File: config.mk
export PLATFORM = sky130hd
export DESIGN_NAME = i2c_master_register_access_core
export DESIGN_NICKNAME = d
export VERILOG_FILES = /design/src/hw/rtl/i2cmra_pkg.sv /design/src/hw/rtl/i2cmra_cfg.sv /design/src/hw/rtl/i2cmra_seq.sv /design/src/hw/rtl/i2c_master_register_access_core.sv
export SDC_FILE = /design/constraint.sdc
export NUM_CORES = 1
export LEC_CHECK = 0
export ABC_AREA = 1
export ABC_CLOCK_PERIOD_IN_PS = 5500
export BUFFER_PORTS_ARGS = -buffer_cell sky130_fd_sc_hd__buf_2
export CORE_MARGIN = 2
export CORE_UTILIZATION = 30
export CTS_CLUSTER_SIZE = 30
export DETAILED_ROUTE_END_ITERATION = 10
export HOLD_SLACK_MARGIN = 0.02
export PLACE_DENSITY = 0.5
export SYNTH_ARGS = -nofsm -noshare
export SYNTH_HDL_FRONTEND = slang
export SYNTH_HIERARCHICAL = 1
export SYNTH_SLANG_ARGS = --single-unit
File: constraint.sdc
create_clock -name clk -period 5.5 [get_ports clk]
set_clock_uncertainty 0.1 [all_clocks]
set_input_delay 0 -clock clk [delete_from_list [all_inputs] [get_ports clk]]
set_output_delay 0 -clock clk [all_outputs]
set_load 0.01 [all_outputs]
File: src/hw/rtl/i2cmra_pkg.sv
// ----------------------------------------------------------------------------
// I2C master register access: shared definitions
// Phase codes, request kinds, register indexes, bundle types and the small
// decode functions used by the bus sequencer.
// ----------------------------------------------------------------------------
package i2cmra_pkg;

	localparam int DivWidth = 10;

	// Request kinds
	localparam logic [1:0] KIND_TICK  = 2'd0;
	localparam logic [1:0] KIND_WRITE = 2'd1;
	localparam logic [1:0] KIND_READ  = 2'd2;

	// Configuration register indexes
	localparam logic [1:0] CFG_DEVICE_ADDRESS     = 2'd0;
	localparam logic [1:0] CFG_USE_DEVICE_ADDRESS = 2'd1;
	localparam logic [1:0] CFG_HALF_PERIOD_TICKS  = 2'd2;

	// Sequencer phases
	localparam logic [3:0] PH_IDLE   = 4'd0;
	localparam logic [3:0] PH_START  = 4'd1;
	localparam logic [3:0] PH_DEVW   = 4'd2;
	localparam logic [3:0] PH_ACK1   = 4'd3;
	localparam logic [3:0] PH_REG    = 4'd4;
	localparam logic [3:0] PH_ACK2   = 4'd5;
	localparam logic [3:0] PH_DATA   = 4'd6;
	localparam logic [3:0] PH_ACK3   = 4'd7;
	localparam logic [3:0] PH_RSTART = 4'd8;
	localparam logic [3:0] PH_DEVR   = 4'd9;
	localparam logic [3:0] PH_ACK4   = 4'd10;
	localparam logic [3:0] PH_READ   = 4'd11;
	localparam logic [3:0] PH_NACK   = 4'd12;
	localparam logic [3:0] PH_STOP   = 4'd13;

	typedef struct packed {
		logic [1:0] kind;
		logic [7:0] target_reg;
		logic [7:0] write_data;
		logic       sda_in;
	} item_t;

	typedef struct packed {
		logic [6:0]          device_address;
		logic                use_device_address;
		logic [DivWidth-1:0] half_period_ticks;
	} cfg_t;

	typedef struct packed {
		logic       scl;
		logic       sda_out;
		logic       busy_res;
		logic       done_res;
		logic [7:0] read_data;
	} result_t;

	function automatic logic is_send_byte(input logic [3:0] ph);
		return (ph == PH_DEVW) || (ph == PH_REG) || (ph == PH_DATA) || (ph == PH_DEVR);
	endfunction

	// Number of half steps in a phase; sixteen wraps to zero in the 4-bit counter.
	function automatic logic [3:0] halves_of(input logic [3:0] ph);
		logic [3:0] n;
		if (is_send_byte(ph) || ph == PH_READ) begin
			n = 4'd0;
		end else if (ph == PH_RSTART || ph == PH_STOP) begin
			n = 4'd3;
		end else begin
			n = 4'd2;
		end
		return n;
	endfunction

	// Line levels {scl, sda} for the current half step.
	function automatic logic [1:0] drive(input logic [3:0] ph, input logic [3:0] bc,
			input logic msb);
		logic [1:0] lv;
		if (ph == PH_START) begin
			lv = bc[0] ? 2'b10 : 2'b11;
		end else if (is_send_byte(ph)) begin
			lv = {bc[0], msb};
		end else if (ph == PH_RSTART) begin
			if (bc == 4'd0) lv = 2'b01;
			else if (bc == 4'd1) lv = 2'b11;
			else lv = 2'b10;
		end else if (ph == PH_STOP) begin
			if (bc == 4'd0) lv = 2'b00;
			else if (bc == 4'd1) lv = 2'b10;
			else lv = 2'b11;
		end else begin
			lv = {bc[0], 1'b1};
		end
		return lv;
	endfunction

endpackage

File: src/hw/rtl/i2cmra_cfg.sv
// ----------------------------------------------------------------------------
// I2C master register access: configuration registers
// Holds the device address, the address-phase enable and the half period.
// ----------------------------------------------------------------------------
module i2cmra_cfg (
	input  logic                clk,
	input  logic                arst_n,
	input  logic                wr_valid,
	input  logic [1:0]          wr_index,
	input  logic [9:0]          wr_data,
	output i2cmra_pkg::cfg_t    cfg
);

	i2cmra_pkg::cfg_t cfg_q;

	always_ff @(posedge clk or negedge arst_n) begin
		if (!arst_n) begin
			cfg_q.device_address     <= 7'd0;
			cfg_q.use_device_address <= 1'b1;
			cfg_q.half_period_ticks  <= 10'd4;
		end else if (wr_valid) begin
			case (wr_index)
				i2cmra_pkg::CFG_DEVICE_ADDRESS: begin
					cfg_q.device_address <= wr_data[6:0];
				end
				i2cmra_pkg::CFG_USE_DEVICE_ADDRESS: begin
					cfg_q.use_device_address <= wr_data[0];
				end
				i2cmra_pkg::CFG_HALF_PERIOD_TICKS: begin
					cfg_q.half_period_ticks <= wr_data;
				end
				default: begin
				end
			endcase
		end
	end

	assign cfg = cfg_q;

endmodule

File: src/hw/rtl/i2cmra_seq.sv
// ----------------------------------------------------------------------------
// I2C master register access: bus sequencer
// Holds the transaction state and computes one tick of the bus: line levels,
// half-step timing, byte shifting and phase changes. State advances on commit.
// ----------------------------------------------------------------------------
module i2cmra_seq (
	input  logic                 clk,
	input  logic                 arst_n,
	input  logic                 commit,
	input  i2cmra_pkg::item_t    item,
	input  i2cmra_pkg::cfg_t     cfg,
	output i2cmra_pkg::result_t  res
);

	logic [3:0] phase_q;
	logic [3:0] bit_count_q;
	logic [7:0] shift_q;
	logic [9:0] tick_q;
	logic       is_read_q;
	logic [7:0] held_address_q;
	logic [7:0] held_data_q;
	logic [7:0] received_q;

	logic [3:0] ph;
	logic [3:0] nxt;
	logic [3:0] bc;
	logic [7:0] sh;
	logic [9:0] tc;
	logic       rd;
	logic [7:0] ha;
	logic [7:0] hd;
	logic [7:0] rx;
	logic [9:0] hp;
	logic       start;

	always_comb begin
		ph    = phase_q;
		nxt   = i2cmra_pkg::PH_IDLE;
		bc    = bit_count_q;
		sh    = shift_q;
		tc    = tick_q;
		rd    = is_read_q;
		ha    = held_address_q;
		hd    = held_data_q;
		rx    = received_q;
		hp    = (cfg.half_period_ticks == 10'd0) ? 10'd1 : cfg.half_period_ticks;
		res   = '0;
		res.scl     = 1'b1;
		res.sda_out = 1'b1;

		start = (phase_q == i2cmra_pkg::PH_IDLE) &&
			(item.kind == i2cmra_pkg::KIND_WRITE || item.kind == i2cmra_pkg::KIND_READ);
		// The first half of the start condition goes out on the request tick.
		if (start) begin
			rd = (item.kind == i2cmra_pkg::KIND_READ);
			ha = item.target_reg;
			hd = item.write_data;
			tc = 10'd0;
			ph = i2cmra_pkg::PH_START;
			bc = 4'd0;
		end

		if (ph != i2cmra_pkg::PH_IDLE) begin
			res.busy_res = 1'b1;
			{res.scl, res.sda_out} = i2cmra_pkg::drive(ph, bc, sh[7]);
			tc = tc + 10'd1;
			if (tc == 10'd0 || tc >= hp) begin
				tc = 10'd0;
				if (bc[0]) begin
					if (ph == i2cmra_pkg::PH_READ) begin
						sh = {sh[6:0], item.sda_in};
					end else if (i2cmra_pkg::is_send_byte(ph)) begin
						sh = {sh[6:0], 1'b0};
					end
				end
				bc = bc + 4'd1;
				if (bc == i2cmra_pkg::halves_of(ph)) begin
					case (ph)
						i2cmra_pkg::PH_START: begin
							nxt = cfg.use_device_address ? i2cmra_pkg::PH_DEVW
								: i2cmra_pkg::PH_REG;
						end
						i2cmra_pkg::PH_DEVW:   nxt = i2cmra_pkg::PH_ACK1;
						i2cmra_pkg::PH_ACK1:   nxt = i2cmra_pkg::PH_REG;
						i2cmra_pkg::PH_REG:    nxt = i2cmra_pkg::PH_ACK2;
						i2cmra_pkg::PH_ACK2: begin
							if (rd) begin
								nxt = cfg.use_device_address ? i2cmra_pkg::PH_RSTART
									: i2cmra_pkg::PH_READ;
							end else begin
								nxt = i2cmra_pkg::PH_DATA;
							end
						end
						i2cmra_pkg::PH_DATA:   nxt = i2cmra_pkg::PH_ACK3;
						i2cmra_pkg::PH_ACK3:   nxt = i2cmra_pkg::PH_STOP;
						i2cmra_pkg::PH_RSTART: nxt = i2cmra_pkg::PH_DEVR;
						i2cmra_pkg::PH_DEVR:   nxt = i2cmra_pkg::PH_ACK4;
						i2cmra_pkg::PH_ACK4:   nxt = i2cmra_pkg::PH_READ;
						i2cmra_pkg::PH_READ:   nxt = i2cmra_pkg::PH_NACK;
						i2cmra_pkg::PH_NACK:   nxt = i2cmra_pkg::PH_STOP;
						default: begin
							nxt = i2cmra_pkg::PH_IDLE;
							res.done_res = 1'b1;
						end
					endcase
					if (ph == i2cmra_pkg::PH_READ) begin
						rx = sh;
					end
					ph = nxt;
					bc = 4'd0;
					case (nxt)
						i2cmra_pkg::PH_DEVW: sh = {cfg.device_address, 1'b0};
						i2cmra_pkg::PH_REG:  sh = ha;
						i2cmra_pkg::PH_DATA: sh = hd;
						i2cmra_pkg::PH_DEVR: sh = {cfg.device_address, 1'b1};
						i2cmra_pkg::PH_READ: sh = 8'd0;
						default: begin
						end
					endcase
				end
			end
		end
		res.read_data = rx;
	end

	always_ff @(posedge clk or negedge arst_n) begin
		if (!arst_n) begin
			phase_q        <= i2cmra_pkg::PH_IDLE;
			bit_count_q    <= 4'd0;
			shift_q        <= 8'd0;
			tick_q         <= 10'd0;
			is_read_q      <= 1'b0;
			held_address_q <= 8'd0;
			held_data_q    <= 8'd0;
			received_q     <= 8'd0;
		end else if (commit) begin
			phase_q        <= ph;
			bit_count_q    <= bc;
			shift_q        <= sh;
			tick_q         <= tc;
			is_read_q      <= rd;
			held_address_q <= ha;
			held_data_q    <= hd;
			received_q     <= rx;
		end
	end

endmodule

File: src/hw/rtl/i2c_master_register_access_core.sv
// ----------------------------------------------------------------------------
// I2C master register access core
// Channel   | handshake                     | contents
// input     | in_valid / in_stall           | kind, target_reg, write_data, sda_in
// output    | out_valid / out_stall         | scl, sda_out, busy_res, done_res, read_data
// config    | cfg_valid / cfg_ready         | cfg_index, cfg_data
//
// Every input transfer is one bus tick and yields exactly one output transfer.
// One tick can be accepted per cycle while in_stall is low; its result is loaded
// into the result register and transfers from there when out_stall is low.
// The sequencer state advances when a tick moves from the input register into
// the result register, which happens whenever that register is empty or drained.
// A stalled output holds its result, and in_stall rises only while the input
// register is full behind it. Reset is asynchronous and leaves the bus idle.
// ----------------------------------------------------------------------------
module i2c_master_register_access_core (
	input  logic       clk,
	input  logic       arst_n,
	input  logic       in_valid,
	output logic       in_stall,
	input  logic [1:0] kind,
	input  logic [7:0] target_reg,
	input  logic [7:0] write_data,
	input  logic       sda_in,
	output logic       out_valid,
	input  logic       out_stall,
	output logic       scl,
	output logic       sda_out,
	output logic       busy_res,
	output logic       done_res,
	output logic [7:0] read_data,
	input  logic       cfg_valid,
	output logic       cfg_ready,
	input  logic [1:0] cfg_index,
	input  logic [9:0] cfg_data
);

	logic                 valid_s1;
	i2cmra_pkg::item_t    item_s1;
	logic                 valid_s2;
	i2cmra_pkg::result_t  res_s2;
	i2cmra_pkg::result_t  res;
	i2cmra_pkg::cfg_t     cfg;
	logic                 advance;
	logic                 in_take;

	assign cfg_ready = 1'b1;
	assign advance   = valid_s1 && (!valid_s2 || !out_stall);
	assign in_stall  = valid_s1 && !advance;
	assign in_take   = in_valid && !in_stall;

	i2cmra_cfg u_cfg (
		.clk      (clk),
		.arst_n   (arst_n),
		.wr_valid (cfg_valid && cfg_ready),
		.wr_index (cfg_index),
		.wr_data  (cfg_data),
		.cfg      (cfg)
	);

	i2cmra_seq u_seq (
		.clk    (clk),
		.arst_n (arst_n),
		.commit (advance),
		.item   (item_s1),
		.cfg    (cfg),
		.res    (res)
	);

	always_ff @(posedge clk or negedge arst_n) begin
		if (!arst_n) begin
			valid_s1 <= 1'b0;
		end else if (in_take) begin
			valid_s1 <= 1'b1;
		end else if (advance) begin
			valid_s1 <= 1'b0;
		end
	end

	always_ff @(posedge clk) begin
		if (in_take) begin
			item_s1.kind       <= kind;
			item_s1.target_reg <= target_reg;
			item_s1.write_data <= write_data;
			item_s1.sda_in     <= sda_in;
		end
	end

	always_ff @(posedge clk or negedge arst_n) begin
		if (!arst_n) begin
			valid_s2 <= 1'b0;
		end else if (advance) begin
			valid_s2 <= 1'b1;
		end else if (!out_stall) begin
			valid_s2 <= 1'b0;
		end
	end

	always_ff @(posedge clk) begin
		if (advance) begin
			res_s2 <= res;
		end
	end

	assign out_valid = valid_s2;
	assign scl       = res_s2.scl;
	assign sda_out   = res_s2.sda_out;
	assign busy_res  = res_s2.busy_res;
	assign done_res  = res_s2.done_res;
	assign read_data = res_s2.read_data;

endmodule

# --- Word level (Yosys, flattened, before mapping) ---
# Index checks and enable logic that the tools add are counted.
word_totals:
  register_bits: 102
  latchBits: 0
  mem_bits_rw: 0
  romBits: 0
  in_bits: 36
  output_inout_bits: 15
  word_cells: 132
  mem_count: 0
classes:
  addsub: 2
  n_mul: 0
  n_div: 0
  order_cmp: 1
  eq_ne: 25
  shifts: 0
  muxes: 52
  bitwise_logic: 0
  n_reduce_logical: 30
ops:
  columns: ["cell", "n"]
  rows:
  - ["$mux 8", 10]
  - ["$mux 4", 15]
  - ["$pmux 4 s11", 1]
  - ["$mux 10", 4]
  - ["$pmux 8 s5", 1]
  - ["$eq 4x4->1 const B", 8]
  - ["$eq 4x3->1 const B", 6]
  - ["$logic_not 10->1", 2]
  - ["$mux 2", 8]
  - ["$eq 4x2->1 const B", 3]
  - ["$mux 1", 12]
  - ["$reduce_or 12->1", 1]
  - ["$add 10x1->10 const B", 1]
  - ["$ge 10x10->1", 1]
  - ["$eq 4x1->1 const B", 2]
  - ["$logic_not 4->1", 2]
  - ["$logic_or 1x1->1", 8]
  - ["$reduce_and 2->1", 3]
  - ["$reduce_and 3->1", 2]
  - ["$add 4x1->4 const B", 1]
  - ["$eq 2x1->1 const B", 2]
  - ["$eq 2x2->1 const B", 2]
  - ["$eq 4x4->1", 1]
  - ["$logic_and 1x1->1", 4]
  - ["7 further kinds", 10]

# --- Logic depth before layout (Yosys ltp) ---
depth:
  ltp_word: 19
  mapped_depth: 27
  ltp_nobuf: 23

# --- Cells and area by module ---
# The synthesis kept the hierarchy.
by_module_without_submodules:
  columns: ["mod", "instances", "cells_each", "area_each_um2", "seq_area_each_um2"]
  rows:
  - ["i2cmra_seq", 1, 624, 4167.7, 1276.2]
  - ["i2c_master_register_access_core", 1, 45, 1037.2, 980.9]
  - ["i2cmra_cfg", 1, 82, 754.5, 452.9]

# --- Least setup slack after synthesis ---
# OpenSTA, ideal clock, no wires.
synth_path:
  path_type: "reg-to-reg"
  from: "register item_s1[18] (netlist bit)"
  to: "register res_s2 (netlist bit read_data[0]) (data pin)"
  setup_ps: 255
  arrival_time_ps: 3513
  required_time_ps: 5145
  path_slack_ps: 1632
  stages_incl_launch_ff: 24
  n_path_buf: 4
  synth_period_minus_slack_ps: 3868
  path_cell_list: "edfxtp_1 ha_1 nor2_2 nand3_4 buf_8 buf_6 buf_2 nand2_1 inv_1 ha_1 nand3_1 nor2_2 xor2_1 inv_1 ha_1 nand2_1 o21ai_0 nand2_1 o2111ai_1 a31oi_1 nand2_2 buf_8 nand2_1 nand2_2"
synth_lines:
  columns: ["item", "line_no", "rtl"]
  rows:
  - ["start, declared", "i2c_master_register_access_core.sv:39", "i2cmra_pkg::item_t item_s1;"]
  - ["end signal, assigned", "i2c_master_register_access_core.sv:101", "res_s2 <= res;"]
  - ["end, declared", "i2c_master_register_access_core.sv:41", "i2cmra_pkg::result_t res_s2;"]

# --- Final worst setup path ---
layout_path:
  from: "register item_s1[18] (netlist bit)"
  to: "register u_seq.bit_count_q[0]"
layout_between:
  elab_chain_len: 16
  word_cells_on_any_way: 33
  cone_classes: "2 x add/sub; 1 x order compare; 10 x eq/ne; 10 x mux; 10 x reduce/logical"
layout_lines:
  columns: ["item", "line_no", "rtl"]
  rows:
  - ["$eq 2x1->1 / $eq 2x2->1 (equally long branches)", "i2cmra_seq.sv:52", "(item.kind == i2cmra_pkg::KIND_WRITE || item.kind == i2cmra_pkg::KIND_READ);"]
  - ["$logic_or 1x1->1 (*)", "i2cmra_seq.sv:52", null]
  - ["$logic_and 1x1->1 (*)", "i2cmra_seq.sv:51", "start = (phase_q == i2cmra_pkg::PH_IDLE) &&"]
  - ["branches (longest 12 deep; another with $add 10x1->10)", null, null]
  - ["$mux 4 (*)", "i2cmra_seq.sv:63", "if (ph != i2cmra_pkg::PH_IDLE) begin"]
  - ["end signal, assigned", "i2cmra_seq.sv:129", "bit_count_q <= 4'd0;"]
  - ["end signal, assigned", "i2cmra_seq.sv:138", "bit_count_q <= bc;"]
  - ["end, declared", "i2cmra_seq.sv:16", "logic [3:0] bit_count_q;"]
# Mark *: on every way between the ends. The select of a mux whose other input is x is not followed.
# A chain may end at the register's enable or synchronous reset.

==> impl_results.html <==
<table>
<tr><th>Metric</th><th>Value</th></tr>
<tr><th colspan="2">Setup path</th></tr>
<tr><td>Kind of end point of the critical path</td><td>register</td></tr>
<tr><td>Slowest stage cell, crit path</td><td>nand2_2</td></tr>
<tr><td>Sort of element at the start of the critical path</td><td>register</td></tr>
<tr><td>First element of the critical path</td><td>item_s1[18]</td></tr>
<tr><td>Critical-path maximum fanout</td><td>31</td></tr>
<tr><td>Most numerous cell on the critical path</td><td>nand2_1</td></tr>
<tr><td>CP Data Arrival Time</td><td>4.59 ns</td></tr>
<tr><td>Data required time of the worst path</td><td>5.64 ns</td></tr>
<tr><td>Setup Crit Path Kind</td><td>register to register</td></tr>
<tr><td>Longest individual stage delay on the worst path</td><td>0.43 ns</td></tr>
<tr><td>Series of cell instances along the critical path</td><td>ha_1, nor2_2, nand3_4, nand2_1, inv_2, ha_1, nand3_1, nor2_2, xor2_1, inv_1, ha_1, nand2_1, o21ai_0, nand2_1, o2111ai_1, a31oi_1, buf_4, nand2_2, nand2_1, nand2_1, nand3_1, nand2_1</td></tr>
<tr><td>Register-to-register setup slack</td><td>1.05 ns</td></tr>
<tr><td>Count of cells along the worst register-to-register path</td><td>22</td></tr>
<tr><td>Worst R2R Start</td><td>item_s1[18]</td></tr>
<tr><th colspan="2">Logic synthesis</th></tr>
<tr><td>Post-Synthesis Cell Area</td><td>5959 um^2</td></tr>
<tr><td>Library cells used by synthesis</td><td>43</td></tr>
<tr><td>Cells taking the most area after synthesis</td><td>dfrtp_1 29%, nand2_1 18%, edfxtp_1 16%</td></tr>
<tr><td>Most instantiated flip-flop cell in the synthesis netlist</td><td>dfrtp_1</td></tr>
<tr><td>Syn Nets</td><td>802</td></tr>
<tr><td>Synth area leader</td><td>dfrtp_1</td></tr>
<tr><td>Sequential cell area fraction in the yosys report</td><td>0.4548</td></tr>
<tr><td>Number of warnings reported in the yosys synthesis log</td><td>6</td></tr>
<tr><td>Number of flops mapped to enable cells by yosys</td><td>31</td></tr>
<tr><td>Fraction of synthesis flops using an asynchronous set or reset pin</td><td>0.6961</td></tr>
<tr><td>Mapped Avg Cell Area</td><td>7.935 um^2</td></tr>
<tr><td>Cell count after synthesis</td><td>751</td></tr>
<tr><td>Synth Register Bits</td><td>102</td></tr>
<tr><td>Proportion of netlist area held by the largest area contributor</td><td>0.2897</td></tr>
<tr><th colspan="2">Pwr</th></tr>
<tr><td>Power spent charging and discharging nets</td><td>1.115 mW</td></tr>
<tr><td>Portion of total power attributed to the clock network</td><td>0.235</td></tr>
<tr><td>P_int</td><td>1.636 mW</td></tr>
<tr><td>Switching share of power</td><td>0.4053</td></tr>
<tr><td>Part of the total power dissipated in combinational logic</td><td>0.374</td></tr>
<tr><td>Standby leakage power</td><td>3.587 nW</td></tr>
<tr><td>Worst voltage drop across the vdd grid</td><td>193.5 uV</td></tr>
<tr><td>Sequential share of power</td><td>0.391</td></tr>
<tr><td>PwrDens</td><td>386.3 nW/um^2</td></tr>
<tr><th colspan="2">Timing</th></tr>
<tr><td>Post-layout worst setup margin</td><td>1.053 ns</td></tr>
<tr><td>Setup TNS after final layout</td><td>0 ns</td></tr>
<tr><td>Final number of hold-violating endpoints</td><td>0</td></tr>
<tr><td>Endpoints failing setup</td><td>0</td></tr>
<tr><td>Max-slew headroom</td><td>0.3554</td></tr>
<tr><td>Worst hold margin</td><td>0.2240 ns</td></tr>
<tr><td>Maximum frequency from static timing analysis</td><td>0.2249 GHz</td></tr>
<tr><td>Post-route fraction of the period consumed by the critical path</td><td>0.8085</td></tr>
<tr><td>Number of pins exceeding their max-slew limit in the final report</td><td>0</td></tr>
<tr><td>Setup repair after global routing missed its margin</td><td>false</td></tr>
<tr><td>Final min period</td><td>4.447 ns</td></tr>
<tr><td>Measured slew at the worst slew-check pin</td><td>0.9669 ns</td></tr>
<tr><th colspan="2">Place</th></tr>
<tr><td>Total placed instance area</td><td>6376 um^2</td></tr>
<tr><td>Setup Slack @ Placement</td><td>1.082 ns</td></tr>
<tr><td>Number of I/O port buffers</td><td>49</td></tr>
<tr><td>Routability congestion estimate from global placement</td><td>0.8965</td></tr>
<tr><td>Final HPWL from detailed placement</td><td>10.09 mm</td></tr>
<tr><th colspan="2">Global routing</th></tr>
<tr><td>Combined global-route utilization of all metal layers</td><td>0.1429</td></tr>
<tr><td>Number of global-route vias before repair</td><td>4805</td></tr>
<tr><td>Largest net degree at the start of global routing</td><td>72</td></tr>
<tr><td>Remaining Overflow, GRT</td><td>0</td></tr>
<tr><td>Antenna violations before repair</td><td>0</td></tr>
<tr><td>Global-route wire length before repair</td><td>24.63 mm</td></tr>
<tr><th colspan="2">Finish</th></tr>
<tr><td>Commonest cells after routing, fill and taps aside</td><td>292 x nand2_1, 69 x dfrtp_1, 65 x inv_1</td></tr>
<tr><td>Fraction of final layout cells sized beyond drive strength 1</td><td>0.1376</td></tr>
<tr><td>Count of antenna diodes in the layout</td><td>0</td></tr>
<tr><td>Number of nets in the final layout</td><td>882</td></tr>
<tr><td>Layout fillers</td><td>2032</td></tr>
<tr><td>Most common library cell in the layout ignoring fill and taps</td><td>nand2_1</td></tr>
<tr><td>Non-Filler Cell Area, Final</td><td>7121 um^2</td></tr>
<tr><td>Layout Area Growth over Synthesis</td><td>19.48%</td></tr>
<tr><th colspan="2">Worst hold path</th></tr>
<tr><td>Path category of the worst min-delay check</td><td>input port to asynchronous set/reset pin</td></tr>
<tr><th colspan="2">CTS</th></tr>
<tr><td>Clock-pin slew of the registers on the worst-case setup and hold paths</td><td>0.07 ns</td></tr>
<tr><td>Count of cells resized by post-cts repair</td><td>0</td></tr>
<tr><td>Clk_lat worst skew</td><td>0.36 ns</td></tr>
<tr><td>CTS tree</td><td>yes</td></tr>
<tr><td>Clock tree buffer depth</td><td>2</td></tr>
<tr><td>Number of sinks handled by clock tree synthesis</td><td>102</td></tr>
<tr><td>Clock tree root driver cell</td><td>clkbuf_16</td></tr>
<tr><td>Inserted Clock Buffers</td><td>9</td></tr>
<tr><td>CTS H-tree lvls</td><td>3</td></tr>
<tr><th colspan="2">Job</th></tr>
<tr><td>Max-Cap Viols</td><td>0</td></tr>
<tr><th colspan="2">Die</th></tr>
<tr><td>Full die area</td><td>21010 um^2</td></tr>
<tr><td>Row count</td><td>51</td></tr>
<tr><td>Count of pins on the block boundary</td><td>51</td></tr>
<tr><td>Effective utilization at floorplan</td><td>0.3062</td></tr>
<tr><td>Area inside the core boundary</td><td>19460 um^2</td></tr>
<tr><td>Y dimension of the die</td><td>144.9 um</td></tr>
<tr><td>Die width</td><td>144.9 um</td></tr>
<tr><th colspan="2">Drt</th></tr>
<tr><td>Residual DRC</td><td>0</td></tr>
<tr><td>Wire length per cell</td><td>13.37 um</td></tr>
<tr><td>Overall via count from detail_route</td><td>5013</td></tr>
<tr><td>Total wire length</td><td>14.72 mm</td></tr>
<tr><td>Remaining antenna violation count after routing</td><td>0</td></tr>
<tr><td>Router iterations before antenna repair</td><td>5</td></tr>
<tr><td>Vias per std cell</td><td>4.553</td></tr>
<tr><td>1st-iter DRT viols</td><td>278</td></tr>
<tr><th colspan="2">Status</th></tr>
<tr><td>Run status</td><td>completed</td></tr>
</table>
## flip-flops by register name, indices dropped and copies added (netlist names), 4 cells and up
name                  flops
u_seq/bit_count_q         4
u_seq/tick_q             10
item_s1                  19
u_seq/received_q          8
u_cfg/cfg                18
u_seq/shift_q             8
u_seq/held_data_q         8
u_seq/phase_q             4
read_data                 8
u_seq/held_address_q      8
## kinds of logic after synthesis
logic type      synth area share
mux                      0.02687
simple gates              0.3269
compound gates           0.07139
other cells            0.0006293
xor+xnor                0.007140
fa+ha+maj                0.03149
flops                     0.4548
buf+inv                  0.08083
## synthesized netlist by cell type (2+ instances only)
cell type / instances
a21oi_1: 18
buf_2: 10
buf_4: 5
buf_6: 5
buf_8: 2
clkbuf_1: 7
clkinv_1: 2
dfrtp_1: 69
dfstp_2: 2
edfxtp_1: 31
ha_1: 15
inv_1: 65
inv_2: 7
mux2i_1: 16
nand2_1: 292
nand2_2: 15
nand2_4: 2
nand3_1: 52
nand3_2: 7
nand3b_1: 2
nand4_1: 28
nor2_1: 22
nor2_2: 4
nor2_4: 2
nor4_1: 3
o211ai_1: 4
o21ai_0: 31
o21ai_1: 6
o22ai_1: 8
o31ai_1: 4
xor2_1: 3
## power groups by stage
| stage | Clock, mW | Sequential (mW) | Combinational, mW |
|---|---|---|---|
| finish | 0.645 | 1.08 | 1.03 |
| detailed placement | 0 | 1.09 | 1.01 |
| global route | 0.693 | 1.10 | 1.17 |
| floorplan | 0 | 1.05 | 0.811 |
| CTS | 0.665 | 1.07 | 1.04 |
| global placement | 0 | 1.09 | 1.00 |
## critical path: cells and delay by family, from the launching register on
kind                       cells  cell delay, ns
AOI/OAI and AO/OA              3            0.41
xor gates and xnor gates       1            0.25
adders and majority gates      3            0.84
buffers and inverters          3            0.45
DFF                            1            0.37
and+or+nand+nor               12            1.90
## worst paths after layout
check | endpoint
max | u_seq/bit_count_q[0]
min | u_seq/tick_q[2]
max reg2reg | u_seq/bit_count_q[0]
min reg2reg | u_cfg/cfg[2]
max in group asynchronous | u_cfg/cfg[5]
min in group clk | item_s1[18]
## routing by layer
layer	vias to the layer above	share of wire	GRT usage	wire length [um]
met5	-	0	0	0
met4	0	0.0098	0.03663	144
met3	14	0.034	0.02830	498
met2	85	0.45	0.2257	6566
met1	2289	0.51	0.2006	7511
li1	2625	-	-	-
## per-stage QoR
stage / power [mW] / utilization / std cells
6_report: 2.751 / 0.3659 / 1101
5_1_grt: 2.965 / 0.3659 / 1101
4_1_cts: 2.774 / 0.3659 / 1101
3_5_place_dp: 2.098 / 0.3276 / 1040
3_3_place_gp: 2.090 / 0.3276 / 1040
2_1_floorplan: 1.861 / - / 751
## timing repair
item,CTS,global route
buffers inserted,0,0
endpoints found under the hold margin,108,0
hold buffers,45,0
## layout make-up
class	count	area, um^2	area share
Multi-Input combinational cell	545	2771	0.3892
Sequential cell	102	2710	0.3806
Timing Repair Buffer	99	735.7	0.1033
Tap cell	265	331.6	0.04656
Inverter	74	277.8	0.03901
Clock buffer	12	257.7	0.03620
Clock inverter	4	36.28	0.005096
No activity file was read; power rests on OpenSTA's default activity.
